--- config.mk ---
export PLATFORM = sky130hd
export DESIGN_NAME = url_path_percent_decode_check_flat
export DESIGN_NICKNAME = d
export VERILOG_FILES = /design/src/hw/rtl/upd_pkg.sv /design/src/hw/rtl/upd_if.sv /design/src/hw/rtl/url_path_percent_decode_check.sv /design/src/hw/rtl/upd_core.sv /design/src/flat_wrapper.sv
export SDC_FILE = /design/constraint.sdc
export NUM_CORES = 1
export LEC_CHECK = 0
export ABC_AREA = 1
export BUFFER_PORTS_ARGS = -buffer_cell sky130_fd_sc_hd__buf_2
export CAP_MARGIN = 25
export CORE_ASPECT_RATIO = 2
export CORE_MARGIN = 2
export CORE_UTILIZATION = 65
export DETAILED_ROUTE_END_ITERATION = 12
export HOLD_SLACK_MARGIN = 0.15
export PLACE_DENSITY = 0.92
export SLEW_MARGIN = 20
export SYNTH_ARGS = -nofsm -noshare
export SYNTH_HDL_FRONTEND = slang
export SYNTH_SLANG_ARGS = --single-unit
export TNS_END_PERCENT = 30
--- constraint.sdc ---
create_clock -name clk -period 6.9 [get_ports clk]
set_clock_uncertainty 0.1 [all_clocks]
set_input_delay 0.69 -clock clk [delete_from_list [all_inputs] [get_ports clk]]
set_output_delay 0.69 -clock clk [all_outputs]
set_load 0.03 [all_outputs]
--- src/hw/rtl/upd_pkg.sv ---
// shared types, constants and helpers for the url path percent-decode checker
`default_nettype none

package upd_pkg;

  // longest decoded path that is accepted
  localparam int unsigned PATH_MAX = 256;
  localparam int unsigned CNT_W    = $clog2(PATH_MAX + 1);

  // byte codes the checker looks at
  localparam logic [7:0] CH_SPACE = 8'h20;
  localparam logic [7:0] CH_DEL   = 8'h7f;
  localparam logic [7:0] CH_PCT   = 8'h25;
  localparam logic [7:0] CH_QMARK = 8'h3f;
  localparam logic [7:0] CH_HASH  = 8'h23;
  localparam logic [7:0] CH_DOT   = 8'h2e;
  localparam logic [7:0] CH_SLASH = 8'h2f;
  localparam logic [7:0] CH_BSL   = 8'h5c;

  // verdict codes, ranked so decoding errors may replace a traversal error
  typedef enum logic [2:0] {
    ERR_NONE   = 3'd0,
    ERR_ESCAPE = 3'd1,
    ERR_BYTE   = 3'd2,
    ERR_LONG   = 3'd3,
    ERR_TRAV   = 3'd4
  } err_kind_t;

  // position inside a %XX escape
  typedef enum logic [1:0] {
    ESC_NONE = 2'd0,
    ESC_HIGH = 2'd1,
    ESC_LOW  = 2'd2
  } esc_phase_t;

  typedef struct packed {
    logic [7:0] path_byte;
    logic       has_byte;
    logic       last;
  } in_item_t;

  typedef struct packed {
    logic [7:0] out_byte;
    logic       out_valid;
    logic       finished;
    logic       accepted;
    err_kind_t  error_kind;
    logic       empty_default;
  } result_t;

  // hex digit decode: bit 4 set when the byte is a hex digit
  function automatic logic [4:0] hex_decode(input logic [7:0] b);
    logic [7:0] v;
    logic [4:0] r;
    v = 8'h00;
    r = 5'h00;
    if (b inside {[8'h30:8'h39]}) begin
      v = b - 8'h30;
      r = {1'b1, v[3:0]};
    end else if (b inside {[8'h61:8'h66]}) begin
      v = b - 8'h57;
      r = {1'b1, v[3:0]};
    end else if (b inside {[8'h41:8'h46]}) begin
      v = b - 8'h37;
      r = {1'b1, v[3:0]};
    end
    return r;
  endfunction

  // control bytes, delete and backslash are never allowed in a path
  function automatic logic is_forbidden(input logic [7:0] c);
    return (c < CH_SPACE) || (c == CH_DEL) || (c == CH_BSL);
  endfunction

endpackage

`default_nettype wire

--- src/hw/rtl/upd_if.sv ---
// valid/ready channel interfaces for path bytes in and decoded results out
`default_nettype none

interface upd_in_if;
  logic       valid;
  logic       ready;
  logic [7:0] path_byte;
  logic       has_byte;
  logic       last;

  modport source (output valid, output path_byte, output has_byte, output last,
                  input ready);
  modport sink (input valid, input path_byte, input has_byte, input last,
                output ready);
endinterface

interface upd_out_if;
  logic       valid;
  logic       ready;
  logic [7:0] out_byte;
  logic       out_valid;
  logic       finished;
  logic       accepted;
  logic [2:0] error_kind;
  logic       empty_default;

  modport source (output valid, output out_byte, output out_valid, output finished,
                  output accepted, output error_kind, output empty_default,
                  input ready);
  modport sink (input valid, input out_byte, input out_valid, input finished,
                input accepted, input error_kind, input empty_default,
                output ready);
endinterface

`default_nettype wire

--- src/hw/rtl/url_path_percent_decode_check.sv ---
// URL path percent-decode checker: bytes in, one result transaction per input transaction out
//
// Usage: the in channel carries one raw path byte per transaction (has_byte
// clear for an end marker with no byte, last set on the final transaction of
// a path). The out channel returns exactly one result per input transaction,
// in order: a decoded byte when out_valid is set, and on the result of the
// last transaction the verdict (finished, accepted, error_kind, empty_default).
// A raw '?' or '#' ends the path; later bytes give empty results.
// A result passes from the input register through the step logic into the
// result register and is offered from there; a stall can hold it in either.
// Throughput: one transaction per cycle; the input register feeds the result
// register directly, and in.ready stays high while the result register is
// free or being taken in the same cycle.
// Stall: when the receiver holds ready low, the result register holds, the
// input register fills, and then in.ready falls until the result is taken.
// Reset (rst, synchronous): empties both registers and returns the path
// state to the start of a new path.
`default_nettype none

module url_path_percent_decode_check
  import upd_pkg::*;
(
  input wire logic  clk,
  input wire logic  rst,
  upd_in_if.sink    in_ch,
  upd_out_if.source out_ch
);

  logic     in_vld;
  in_item_t in_item;
  logic     out_vld;
  result_t  out_res;
  result_t  step_res;
  logic     advance;

  // the held transaction moves to the result register when that one is free
  assign advance     = in_vld && (!out_vld || out_ch.ready);
  assign in_ch.ready = !in_vld || advance;

  // input register
  always_ff @(posedge clk) begin
    if (rst) begin
      in_vld <= 1'b0;
    end else if (in_ch.ready) begin
      in_vld <= in_ch.valid;
    end
  end

  always_ff @(posedge clk) begin
    if (in_ch.valid && in_ch.ready) begin
      in_item.path_byte <= in_ch.path_byte;
      in_item.has_byte  <= in_ch.has_byte;
      in_item.last      <= in_ch.last;
    end
  end

  upd_core u_core (
    .clk     (clk),
    .rst     (rst),
    .step_en (advance),
    .item    (in_item),
    .res     (step_res)
  );

  // result register
  always_ff @(posedge clk) begin
    if (rst) begin
      out_vld <= 1'b0;
    end else if (advance) begin
      out_vld <= 1'b1;
    end else if (out_ch.ready) begin
      out_vld <= 1'b0;
    end
  end

  always_ff @(posedge clk) begin
    if (advance) begin
      out_res <= step_res;
    end
  end

  assign out_ch.valid         = out_vld;
  assign out_ch.out_byte      = out_res.out_byte;
  assign out_ch.out_valid     = out_res.out_valid;
  assign out_ch.finished      = out_res.finished;
  assign out_ch.accepted      = out_res.accepted;
  assign out_ch.error_kind    = 3'(out_res.error_kind);
  assign out_ch.empty_default = out_res.empty_default;

endmodule

`default_nettype wire

--- src/hw/rtl/upd_core.sv ---
// decode and check state with the single-pass step logic for one path byte
`default_nettype none

module upd_core
  import upd_pkg::*;
(
  input  wire logic     clk,
  input  wire logic     rst,
  input  wire logic     step_en,
  input  wire in_item_t item,
  output result_t       res
);

  // path state
  esc_phase_t       esc;
  logic [3:0]       high_nibble;
  logic [CNT_W-1:0] cnt;
  logic [7:0]       prev_byte;
  logic [7:0]       prev_prev_byte;
  logic             stopped;
  err_kind_t        err;

  esc_phase_t       esc_next;
  logic [3:0]       high_nibble_next;
  logic [CNT_W-1:0] cnt_next;
  logic [7:0]       prev_byte_next;
  logic [7:0]       prev_prev_byte_next;
  logic             stopped_next;
  err_kind_t        err_next;

  logic             decode_ok;
  logic [4:0]       hex;
  logic             have_c;
  logic [7:0]       c;

  assign decode_ok = (err == ERR_NONE) || (err == ERR_TRAV);
  assign hex       = hex_decode(item.path_byte);

  // escape handling: produce a decoded byte or advance the escape phase
  always_comb begin
    esc_next         = esc;
    high_nibble_next = high_nibble;
    stopped_next     = stopped;
    have_c           = 1'b0;
    c                = item.path_byte;
    if (item.has_byte && !stopped && decode_ok) begin
      case (esc)
        ESC_NONE: begin
          if (item.path_byte == CH_QMARK || item.path_byte == CH_HASH) begin
            stopped_next = 1'b1;
          end else if (item.path_byte == CH_PCT) begin
            esc_next = ESC_HIGH;
          end else begin
            have_c = 1'b1;
          end
        end
        ESC_HIGH: begin
          if (hex[4]) begin
            high_nibble_next = hex[3:0];
            esc_next         = ESC_LOW;
          end else begin
            esc_next = ESC_NONE;
          end
        end
        ESC_LOW: begin
          esc_next = ESC_NONE;
          if (hex[4]) begin
            have_c = 1'b1;
            c      = {high_nibble, hex[3:0]};
          end
        end
        default: begin
          esc_next = ESC_NONE;
        end
      endcase
    end
  end

  // byte checks, traversal patterns and the verdict on the last transaction
  always_comb begin
    err_next            = err;
    cnt_next            = cnt;
    prev_byte_next      = prev_byte;
    prev_prev_byte_next = prev_prev_byte;
    res                 = '0;
    res.error_kind      = ERR_NONE;

    // a non-hex byte inside an escape
    if (item.has_byte && !stopped && decode_ok && esc != ESC_NONE && !hex[4]) begin
      err_next = ERR_ESCAPE;
    end

    if (have_c) begin
      if (is_forbidden(c)) begin
        err_next = ERR_BYTE;
      end else if (cnt >= CNT_W'(PATH_MAX)) begin
        err_next = ERR_LONG;
      end else begin
        if (err == ERR_NONE &&
            ((cnt == '0 && c == CH_SLASH) ||
             (prev_byte == CH_DOT && c == CH_SLASH) ||
             (prev_byte == CH_SLASH && c == CH_SLASH) ||
             (prev_prev_byte == CH_SLASH && prev_byte == CH_DOT && c == CH_DOT))) begin
          err_next = ERR_TRAV;
        end
        prev_prev_byte_next = prev_byte;
        prev_byte_next      = c;
        cnt_next            = cnt + 1'b1;
        if (err_next == ERR_NONE) begin
          res.out_byte  = c;
          res.out_valid = 1'b1;
        end
      end
    end

    if (item.last) begin
      // an escape cut off by the end of the path
      if (esc_next != ESC_NONE && (err_next == ERR_NONE || err_next == ERR_TRAV)) begin
        err_next = ERR_ESCAPE;
      end
      if (err_next == ERR_NONE && cnt_next == CNT_W'(2) &&
          prev_prev_byte_next == CH_DOT && prev_byte_next == CH_DOT) begin
        err_next = ERR_TRAV;
      end
      res.finished      = 1'b1;
      res.error_kind    = err_next;
      res.accepted      = (err_next == ERR_NONE);
      res.empty_default = (err_next == ERR_NONE) && (cnt_next == '0);
    end
  end

  // state update, cleared after the last transaction of a path
  always_ff @(posedge clk) begin
    if (rst) begin
      esc            <= ESC_NONE;
      high_nibble    <= '0;
      cnt            <= '0;
      prev_byte      <= '0;
      prev_prev_byte <= '0;
      stopped        <= 1'b0;
      err            <= ERR_NONE;
    end else if (step_en) begin
      if (item.last) begin
        esc            <= ESC_NONE;
        high_nibble    <= '0;
        cnt            <= '0;
        prev_byte      <= '0;
        prev_prev_byte <= '0;
        stopped        <= 1'b0;
        err            <= ERR_NONE;
      end else begin
        esc            <= esc_next;
        high_nibble    <= high_nibble_next;
        cnt            <= cnt_next;
        prev_byte      <= prev_byte_next;
        prev_prev_byte <= prev_prev_byte_next;
        stopped        <= stopped_next;
        err            <= err_next;
      end
    end
  end

`ifndef SYNTHESIS
  a_cnt_bound: assert property (@(posedge clk) disable iff (rst)
    cnt <= CNT_W'(PATH_MAX))
    else $error("decoded count above path limit");

  a_emit_counts: assert property (@(posedge clk) disable iff (rst)
    step_en && res.out_valid && !item.last |=> cnt != '0)
    else $error("byte put out without being counted");

  a_last_clears: assert property (@(posedge clk) disable iff (rst)
    step_en && item.last |=> cnt == '0 && esc == ESC_NONE && !stopped && err == ERR_NONE)
    else $error("path state not cleared after last transaction");

  a_accept_clean: assert property (@(posedge clk) disable iff (rst)
    res.accepted |-> res.finished && res.error_kind == ERR_NONE)
    else $error("accepted verdict with an error code");

  a_err_no_emit: assert property (@(posedge clk) disable iff (rst)
    err != ERR_NONE |-> !res.out_valid)
    else $error("byte put out after an error");
`endif

endmodule

`default_nettype wire
--- src/flat_wrapper.sv ---
// flat-port wrapper written by rule: the top's interface ports become plain ports
module url_path_percent_decode_check_flat import upd_pkg::*;
  (clk, rst, in_ch_valid, in_ch_path_byte, in_ch_has_byte, in_ch_last, in_ch_ready, out_ch_valid, out_ch_out_byte, out_ch_out_valid, out_ch_finished, out_ch_accepted, out_ch_error_kind, out_ch_empty_default, out_ch_ready);
  upd_in_if in_ch_i ();
  upd_out_if out_ch_i ();
  input wire logic clk;
  input wire logic rst;
  input wire logic [$bits(in_ch_i.valid)-1:0] in_ch_valid;
  input wire logic [$bits(in_ch_i.path_byte)-1:0] in_ch_path_byte;
  input wire logic [$bits(in_ch_i.has_byte)-1:0] in_ch_has_byte;
  input wire logic [$bits(in_ch_i.last)-1:0] in_ch_last;
  output wire logic [$bits(in_ch_i.ready)-1:0] in_ch_ready;
  output wire logic [$bits(out_ch_i.valid)-1:0] out_ch_valid;
  output wire logic [$bits(out_ch_i.out_byte)-1:0] out_ch_out_byte;
  output wire logic [$bits(out_ch_i.out_valid)-1:0] out_ch_out_valid;
  output wire logic [$bits(out_ch_i.finished)-1:0] out_ch_finished;
  output wire logic [$bits(out_ch_i.accepted)-1:0] out_ch_accepted;
  output wire logic [$bits(out_ch_i.error_kind)-1:0] out_ch_error_kind;
  output wire logic [$bits(out_ch_i.empty_default)-1:0] out_ch_empty_default;
  input wire logic [$bits(out_ch_i.ready)-1:0] out_ch_ready;
  assign in_ch_i.valid = in_ch_valid;
  assign in_ch_i.path_byte = in_ch_path_byte;
  assign in_ch_i.has_byte = in_ch_has_byte;
  assign in_ch_i.last = in_ch_last;
  assign in_ch_ready = in_ch_i.ready;
  assign out_ch_valid = out_ch_i.valid;
  assign out_ch_out_byte = out_ch_i.out_byte;
  assign out_ch_out_valid = out_ch_i.out_valid;
  assign out_ch_finished = out_ch_i.finished;
  assign out_ch_accepted = out_ch_i.accepted;
  assign out_ch_error_kind = out_ch_i.error_kind;
  assign out_ch_empty_default = out_ch_i.empty_default;
  assign out_ch_i.ready = out_ch_ready;
  url_path_percent_decode_check u_core (.clk(clk), .rst(rst), .in_ch(in_ch_i), .out_ch(out_ch_i));
endmodule
# == Word-level counts from Yosys, hierarchy flattened ==
# Cells that the tools add are included.
# op_classes
div,0
n_shift,0
magnitude_cmp,8
n_bitwise,2
reduce_logical,54
mux,54
n_addsub,4
multipliers,0
n_eq_ne,17
# ops
cell,count
two-way mux 8 bit,11
== test 8 x 6 -> 1 bit (second input constant),10
two-way mux 3 bit,13
two-way mux 9 bit,4
logical AND 1 bit,20
logical NOT 9 bit,2
== test 8 x 7 -> 1 bit (second input constant),2
>= comparator 8 x 7 -> 1 bit (second input constant),2
less-or-equal comparator 8 x 7 -> 1 bit (second input constant),2
two-way mux 4 bit,4
nonzero test 2 bit,8
logical NOT 3 bit,5
two-way mux 5 bit,3
two-way mux 1 bit,11
logical OR 1 bit,10
two-way mux 2 bit,5
adder 9 x 1 -> 9 bit (second input constant),1
== test 9 x 2 -> 1 bit (second input constant),1
>= comparator 9 bit (second input constant),1
>= comparator 8 x 6 -> 1 bit (second input constant),1
less-or-equal comparator 8 x 6 -> 1 bit (second input constant),1
less-than comparator 8 x 6 -> 1 bit (second input constant),1
AND reduction 4 bit,2
subtractor 4 x 3 -> 4 bit (second input constant),2
other kinds (12),17
# totals
latchBits,0
n_memories,0
word_cells,157
regBits,62
inputBits,14
ram_bits,0
romBits,0

# == Depth between registers and ports, before layout ==
# Gate-level depths: netlist of the first run.
# logic_depth
depth_word,35
mapped_depth,27

# == Modules after synthesis ==
# A second synthesis of the first run with hierarchy kept.
# unflattened
cells_unflattened,578
hier_area_um2,3952.5
# by_module_without_submodules
module,cells_per_inst,n_inst,seq_area_each_um2,area_per_inst_um2
upd_core,541,1,700.7,3110.5
url_path_percent_decode_check,37,1,790.8,842.1

# == Least setup slack after synthesis of the first run ==
# No wires, ideal clock.
# synth_timing
kind,register to register
start,reg u_core.in_item[3] (netlist name)
end,reg u_core.out_res (netlist bit u_core.out_ch.empty_default) (data pin)
path_stages_with_launch,27
slack_ns,3.905
required_time_ns,6.549
t_arrival_ns,2.643
synth_period_minus_slack_ns,2.995
cell_sequence,edfxtp_1 inv_1 ha_1 inv_1 nor2_1 nand2_2 nand2_4 nand2_8 a21oi_4 nand2_2 nand2_2 nor2_2 nor2_2 nand2_1 nand3_4 nand3_4 buf_6 nor2_4 nand2_2 nand2_1 nand2_1 inv_2 nand2_1 nor2_2 nand2_2 nand2_2 nor2_1
# synth_between
elab_chain_cells,34
# synth_lines
element,line,rtl
from (decl),url_path_percent_decode_check.sv:30,in_item_t in_item;
>= comparator 8 x 7 -> 1 bit or less-or-equal comparator 8 x 7 -> 1 bit (tied branches),upd_pkg.sv:63,end else if (b inside {[8'h41:8'h46]}) begin
logical AND 1 bit,upd_pkg.sv:63,
two-way mux 5 bit,upd_pkg.sv:63,
two-way mux 5 bit,upd_pkg.sv:60,end else if (b inside {[8'h61:8'h66]}) begin
two-way mux 5 bit,upd_pkg.sv:57,if (b inside {[8'h30:8'h39]}) begin
two-way mux 8 bit,upd_core.sv:67,if (hex[4]) begin
two-way mux 8 bit,upd_core.sv:47,case (esc)
two-way mux 8 bit,upd_core.sv:46,if (item.has_byte && !stopped && decode_ok) begin
(+17 left out),n/a,
two-way mux 3 bit,upd_core.sv:116,if (item.last) begin
logical NOT 3 bit,upd_core.sv:121,if (err_next == ERR_NONE && cnt_next == CNT_W'(2) &&
logical AND 1 bit (2 in a row),upd_core.sv:121,
logical AND 1 bit,upd_core.sv:122,prev_prev_byte_next == CH_DOT && prev_byte_next == CH_DOT) begin
two-way mux 3 bit,upd_core.sv:121,
two-way mux 3 bit,upd_core.sv:116,
logical NOT 3 bit,upd_core.sv:128,res.empty_default = (err_next == ERR_NONE) && (cnt_next == '0);
logical AND 1 bit *,upd_core.sv:128,
to (signal assigned),url_path_percent_decode_check.sv:78,out_res <= step_res;
to (decl),url_path_percent_decode_check.sv:32,result_t out_res;
# Every way passes the cells marked *; elsewhere a longest branch is shown, timed or not. The select of a mux whose other input is x is not followed.
# A chain may end at the register's enable or synchronous reset.

# == Worst setup path in the final report of the first run ==
# Same ends and word-level chain as after synthesis.

==> results of run 1 <==
-- registers in the layout, summed over array words and instances, names as in the netlist --
name / count
u_core.in_item: 10
u_core.in_vld: 1
u_core.out_ch.accepted: 1
u_core.out_ch.empty_default: 1
u_core.out_ch.error_kind: 3
u_core.out_ch.finished: 1
u_core.out_ch.out_byte: 8
u_core.out_ch.out_valid: 1
u_core.out_ch.valid: 1
u_core.u_core.cnt: 9
u_core.u_core.err: 3
u_core.u_core.esc: 2
u_core.u_core.high_nibble: 4
u_core.u_core.prev_byte: 8
u_core.u_core.prev_prev_byte: 8
u_core.u_core.stopped: 1
-- cell families (layout without fill, tap and decap cells) --
family	count (synthesis)	in the layout	share of synthesized area [%]
AO/OA/AOI/OAI	71	71	10.92
adder cells (fa/ha/maj)	5	5	1.675
buffers and inverters	86	117	9.480
flip-flops	62	62	39.93
AND/OR/NAND/NOR	315	315	37.99
-- worst max path at each step --
stage	to	slack (ns)
CTS	u_core.out_ch.empty_default	3.14
detailed placement	u_core.out_ch.empty_default	3.18
floorplan	u_core.out_ch.empty_default	3.91
global route	u_core.out_ch.empty_default	2.72
global placement	u_core.out_ch.empty_default	3.23
finish	u_core.out_ch.empty_default	3.06
-- metrics by stage --
step	area (um^2)	util [%]
after floorplan	3735	-
after global placement	3881	69.16
after detailed placement	3881	69.16
after CTS	4164	74.20
after global routing	4164	74.20
final	4164	74.20
-- final cells by class --
type / count / area, um^2
Clock buffer: 15 / 277.8
Clock inverter: 1 / 5.005
Fill cell: 419 / 1448
Inverter: 69 / 259.0
Multi-Input combinational cell: 391 / 1889
Sequential cell: 62 / 1491
Tap cell: 61 / 76.32
Timing Repair Buffer: 32 / 165.2
-- worst reg2reg max path: cells and delay by family, from the launching register on --
| kind | cells | cell delay (ns) |
|---|---|---|
| buffers and inverters | 3 | 0.46 |
| adder cells (fa/ha/maj) | 1 | 0.18 |
| AO/OA/AOI/OAI | 1 | 0.21 |
| flip-flops | 1 | 0.45 |
| AND/OR/NAND/NOR | 20 | 2.21 |
-- per-layer routing --
metal	share of wire [%]	global-route usage [%]	wire length [um]	vias up
li1	-	-	-	1783
met1	39	37.15	3510	1650
met2	51	47.80	4685	168
met3	6.1	2.684	556	32
met4	4.0	16.28	360	0
met5	0	0	0	-
-- power groups by stage --
stage	Clock, uW	Combinational (uW)	Sequential [uW]
after floorplan	0	90.8	421
after global placement	0	124	412
after detailed placement	0	125	412
after CTS	422	128	405
after global routing	435	143	406
final	420	131	405
-- synthesized netlist by cell type, types with 2 or more instances --
cell type	n
nand2_1	182
inv_1	59
nor2_1	44
a21oi_1	41
nand3_1	38
dfxtp_1	37
edfxtp_1	25
o21ai_0	14
nand4_1	13
clkbuf_1	11
nand2_2	11
nor3_1	11
inv_2	9
o21ai_2	6
ha_1	5
buf_6	4
nand2_4	3
nor2_2	3
o21ai_1	3
a31oi_1	2
nand3_4	2
nor2_4	2
==> out/qor.yml, run 1 <==
status: "finished clean"
min_period_over_period_pct: 55.59
p_per_area_nw_per_um2: 229.7
cp.depth: 25
drive_above_1_share_pct: 15.61
drv_slew: 0
ys_types: 36
synth_area_um2: 3735
pre_cts_ws_ns: 3.176
combPwrFrac_pct: 13.7
p_seq_share_pct: 42.4
ys_ff_latch: 62
critPathTopFamily: "simple AND/OR/NAND/NOR gates"
timing.final.ws_setup_ns: 3.064
crit_arrival_ns: 3.82
synth-edff-count: 25
area_growth_pct: 11.49
grt_pass1_vias: 3320
hold_path_depth: 2
p_total_uw: 956.4
max_freq_mhz: 260.7
regToRegSetupSlack_ns: 3.06
grt_remaining_overflow: 0
p_leak_uw: 0.001866
dr.pass1.iters: 8
critPathKind: "reg -> reg"
cts_resized: 0
cts_num_sinks: 62
cts_setup_buffers: 0
synth_top_area_share_pct: 20.10
netSwitchingPower_uw: 252.0
numCtsBuffers: 9
maxSlewHeadroom_pct: 52.52
hold_ws_ns: 0.3756
hold_buffers: 0
hold_class: "reg -> reg"
max-cap-violations: 0
yosysTopAreaCell: "edfxtp_1"
yosys_warnings: 0
die_w_um: 57.60
rows: 39
crit_required_ns: 6.89
path_max_fanout: 34
crit_path_end_kind: "flop"
antenna_found_initial: 0
setup_tns_ns: 0
ir_drop_mv: 0.2518
setup_viol: 0
grt_usage_pct: 29.37
core_um2: 5612
gp_congestion: 0.9398
cts_root_buf: "clkbuf_16"
yosysSeqAreaShare_pct: 39.93
antenna_left: 0
synth.top_cells.by_area: "edfxtp_1, dfxtp_1, nand2_1, inv_1, a21oi_1"
cts_tree: "done"
swShare_pct: 26.35
diodes: 0
remaining_drc_errors: 0
route.vias.total: 3633
wl_per_cell_um: 14.44
postSynthCellCount: 539
drt-total-wl_um: 9113
die_h_um: 111.2
path_clk_slew_ns: 0.05
place_hpwl_um: 6065
fin_nets: 584
r2r-end: "u_core.out_ch.empty_default"
grt_start_max_net_pins: 38
die-area_um2: 6405
cts.htree.levels: 3
yosys_most_used_dff: "dfxtp_1"
most-common-layout-cells: "nand2_1, inv_1, nor2_1"
max_stage_delay_ns: 0.45
tightest_slew_ns: 0.7122
numPortBuffers: 30
start_util_pct: 66.56
instances_no_fill: 631
r2r_start: "u_core.in_item[3]"
fin_crit_ns: 3.836
finalHoldViolations: 0
layout_commonest_cell: "nand2_1"
reg2reg_depth: 25
critPathLaunch: "u_core.in_item[3]"
min_from: "u_core.u_core.high_nibble[0]"
cts_max_path_buffers: 2
rsz0062_at_grt: "false"
syn_avg_cell_area_um2: 6.929
synth_nets: 558
p_int_uw: 704.4
async_flop_share_pct: 0
ios: 31
slowest_stage: "edfxtp_1"
place_inst: 615
grt_pass1_wl_um: 14860
crit_path_start_kind: "flop"
min_to: "u_core.u_core.high_nibble[0]"
crit_buf_inv: 3
drt_iter0_markers: 260
clkLatencyLatePin_ns: 0.33
viasPerCell: 5.758
clkPwrFrac_pct: 44.0
(Power assumes the default switching activity.)
==> run 2, diff against run 1 <==
Settings changed: CORE_UTILIZATION 65 to 54, PLACE_DENSITY 0.92 to 0.82.
Clock period 6.9 ns to 3.2 ns, I/O delays scaled along.
==> out/qor.yml, run 2 (synthesized netlist as in run 1, its figures left out) <==
n_fill_cell: 505  # +21%
reg2reg_depth: 25  # unchanged
core_um2: 6674  # +19%
drv_slew: 0  # unchanged
largest_register: "u_core.in_item"
cts_max_path_buffers: 2  # unchanged
r2r_start: "u_core.in_item[3]"
cpMostUsedCell: "nand2_2"
dr.pass1.iters: 5  # -3
max-cap-violations: 0  # unchanged
area_growth_pct: 34.10
largest_reg_flops: 10  # unchanged
cts_num_sinks: 62  # unchanged
grt_remaining_overflow: 0  # unchanged
wl_per_cell_um: 15.14  # +4.8%
setup_tns_ns: -0.6917  # -0.6917 ns
most-common-layout-cells: "nand2_1, buf_4, inv_1"
p_per_area_nw_per_um2: 441.6  # +92%
cts.htree.levels: 3  # unchanged
fin_util_pct: 75.05  # +0.84 points
crit_arrival_ns: 3.45  # -0.37 ns
die_w_um: 62.81  # +9.0%
grt_usage_pct: 29.94  # +0.57 points
crit_path_start_kind: "flop"
path_max_fanout: 9  # -74%
drive_above_1_share_pct: 29.34  # +14 points
route.vias.total: 4011  # +10%
status: "complete, but fails checks"
grt_pass1_vias: 3807  # +15%
cts_root_buf: "clkbuf_16"
fin_nets: 665  # +14%
drt-total-wl_um: 11190  # +23%
max_stage_delay_ns: 0.42  # -0.03 ns
place_hpwl_um: 7936  # +31%
cts_tree: "done"
endpoint: "u_core.out_ch.empty_default"
setup_viol: 3  # +3
reg_top3: "u_core.in_item x10, u_core.u_core.cnt x9"
die-area_um2: 7638  # +19%
ios: 31  # unchanged
layout_commonest_cell: "nand2_1"
tightest_slew_ns: 0.7368  # +0.02460 ns
diodes: 0  # unchanged
fin_crit_ns: 3.454  # -0.3814 ns
crit_buf_inv: 4  # +1
p_leak_uw: 0.002276  # +22%
ir_drop_mv: 0.4783  # +90%
critPathLaunch: "u_core.in_item[3]"
hold_class: "in -> reg"
dpl_cell_area_um2: 4420  # +14%
start_util_pct: 55.96  # -11 points
rows: 42  # +7.7%
gp_congestion: 0.9046  # -3.7%
critPathTopFamily: "simple AND/OR/NAND/NOR gates"
crit_path_end_kind: "flop"
cp.depth: 25  # unchanged
numCtsBuffers: 9  # unchanged
final_area_um2: 5009  # +20%
crit_required_ns: 3.20  # -3.69 ns
r2r-end: "u_core.out_ch.empty_default"
finalHoldViolations: 0  # unchanged
max_freq_mhz: 289.5  # +11%
rsz0062_at_grt: "true"
timing.final.ws_setup_ns: -0.2541  # -3.319 ns
grt_pass1_wl_um: 17240  # +16%
clkLatencyLatePin_ns: 0.34  # about the same
min_period_over_period_pct: 107.9  # +52 points
antenna_found_initial: 0  # unchanged
regToRegSetupSlack_ns: -0.25  # -3.32 ns
viasPerCell: 5.428  # -5.7%
path_clk_slew_ns: 0.06  # about the same
maxSlewHeadroom_pct: 50.88  # -1.6 points
drt_iter0_markers: 341  # +31%
failed_checks: "negative setup slack"
numPortBuffers: 30  # unchanged
critPathKind: "reg -> reg"
slowest_stage: "edfxtp_1"
grt_start_max_net_pins: 38  # unchanged
die_h_um: 121.6  # +9.4%
remaining_drc_errors: 0  # unchanged
antenna_left: 0  # unchanged
-- run 2: changes by cell type in the layout (fill, tap and decap cells not counted), sizes merged --
cell and delta:
buf +69, dlygate4sd3 +10, clkbuf -2, inv +2
clkinv +1, clkinvlp +1
-- run 2: how the worst min path moves through the flow --
stage	from	to	cells after the start
CTS	in_ch_valid	u_core.in_vld	3
global placement	u_core.u_core.prev_prev_byte[4]	u_core.u_core.prev_prev_byte[4]	2
finish	in_ch_valid	u_core.in_vld	3
global route	in_ch_valid	u_core.in_vld	3
detailed placement	u_core.u_core.prev_prev_byte[4]	u_core.u_core.prev_prev_byte[4]	2
floorplan	in_ch_last	u_core.in_item[0]	0
-- run 2: worst min-delay path, stage by stage --
cell	delay, ns
buf_2	0.09
nand2_1	0.07
a21oi_1	0.06
-- run 2: where the power goes --
part	internal (uW)	switching (uW)
logic	176	247
registers	854	20.4
clock network	545	369
-- run 2: metal layers --
metal	part of all wire, %	vias up	routed length, um	global-route usage, %
met3	4.1	53	456	6.371
met2	55	152	6196	56.92
met1	33	1855	3722	27.09
met4	7.3	0	813	22.22
met5	0	-	0	0
li1	-	1951	-	-
-- run 2: final cells by class --
cell class | instances | area (um^2) | share of cell area [%]
flip-flops and latches | 62 | 1491 | 29.78
repair buffers | 113 | 865.8 | 17.29
clock inverters | 5 | 32.53 | 0.6495
multi-input cells | 391 | 2004 | 40.02
clock buffers | 11 | 242.7 | 4.846
inverters | 69 | 261.5 | 5.221
well taps | 88 | 110.1 | 2.198
-- run 2: metrics by stage --
stage	instances	total power [uW]	worst slack, ns	hold WS (ns)
after detailed placement	706	1248	-0.2129	0.3552
after floorplan	539	1103	0.2055	0.3189
after CTS	732	2168	-0.1388	0.1583
after global placement	706	1241	-0.06123	0.3532
final	739	2212	-0.2541	0.1590
after global routing	739	2291	-0.4121	0.1923
-- run 2: repair_timing --
action | in CTS | in global routing
endpoints found under the setup margin | 3 | 12
cloned | 0 | 3
hold buffers | 10 | 0
pin swaps | 5 | 15
hold endpoints to repair | 10 | 0
resized for setup | 11 | 30
setup buffers | 0 | 4
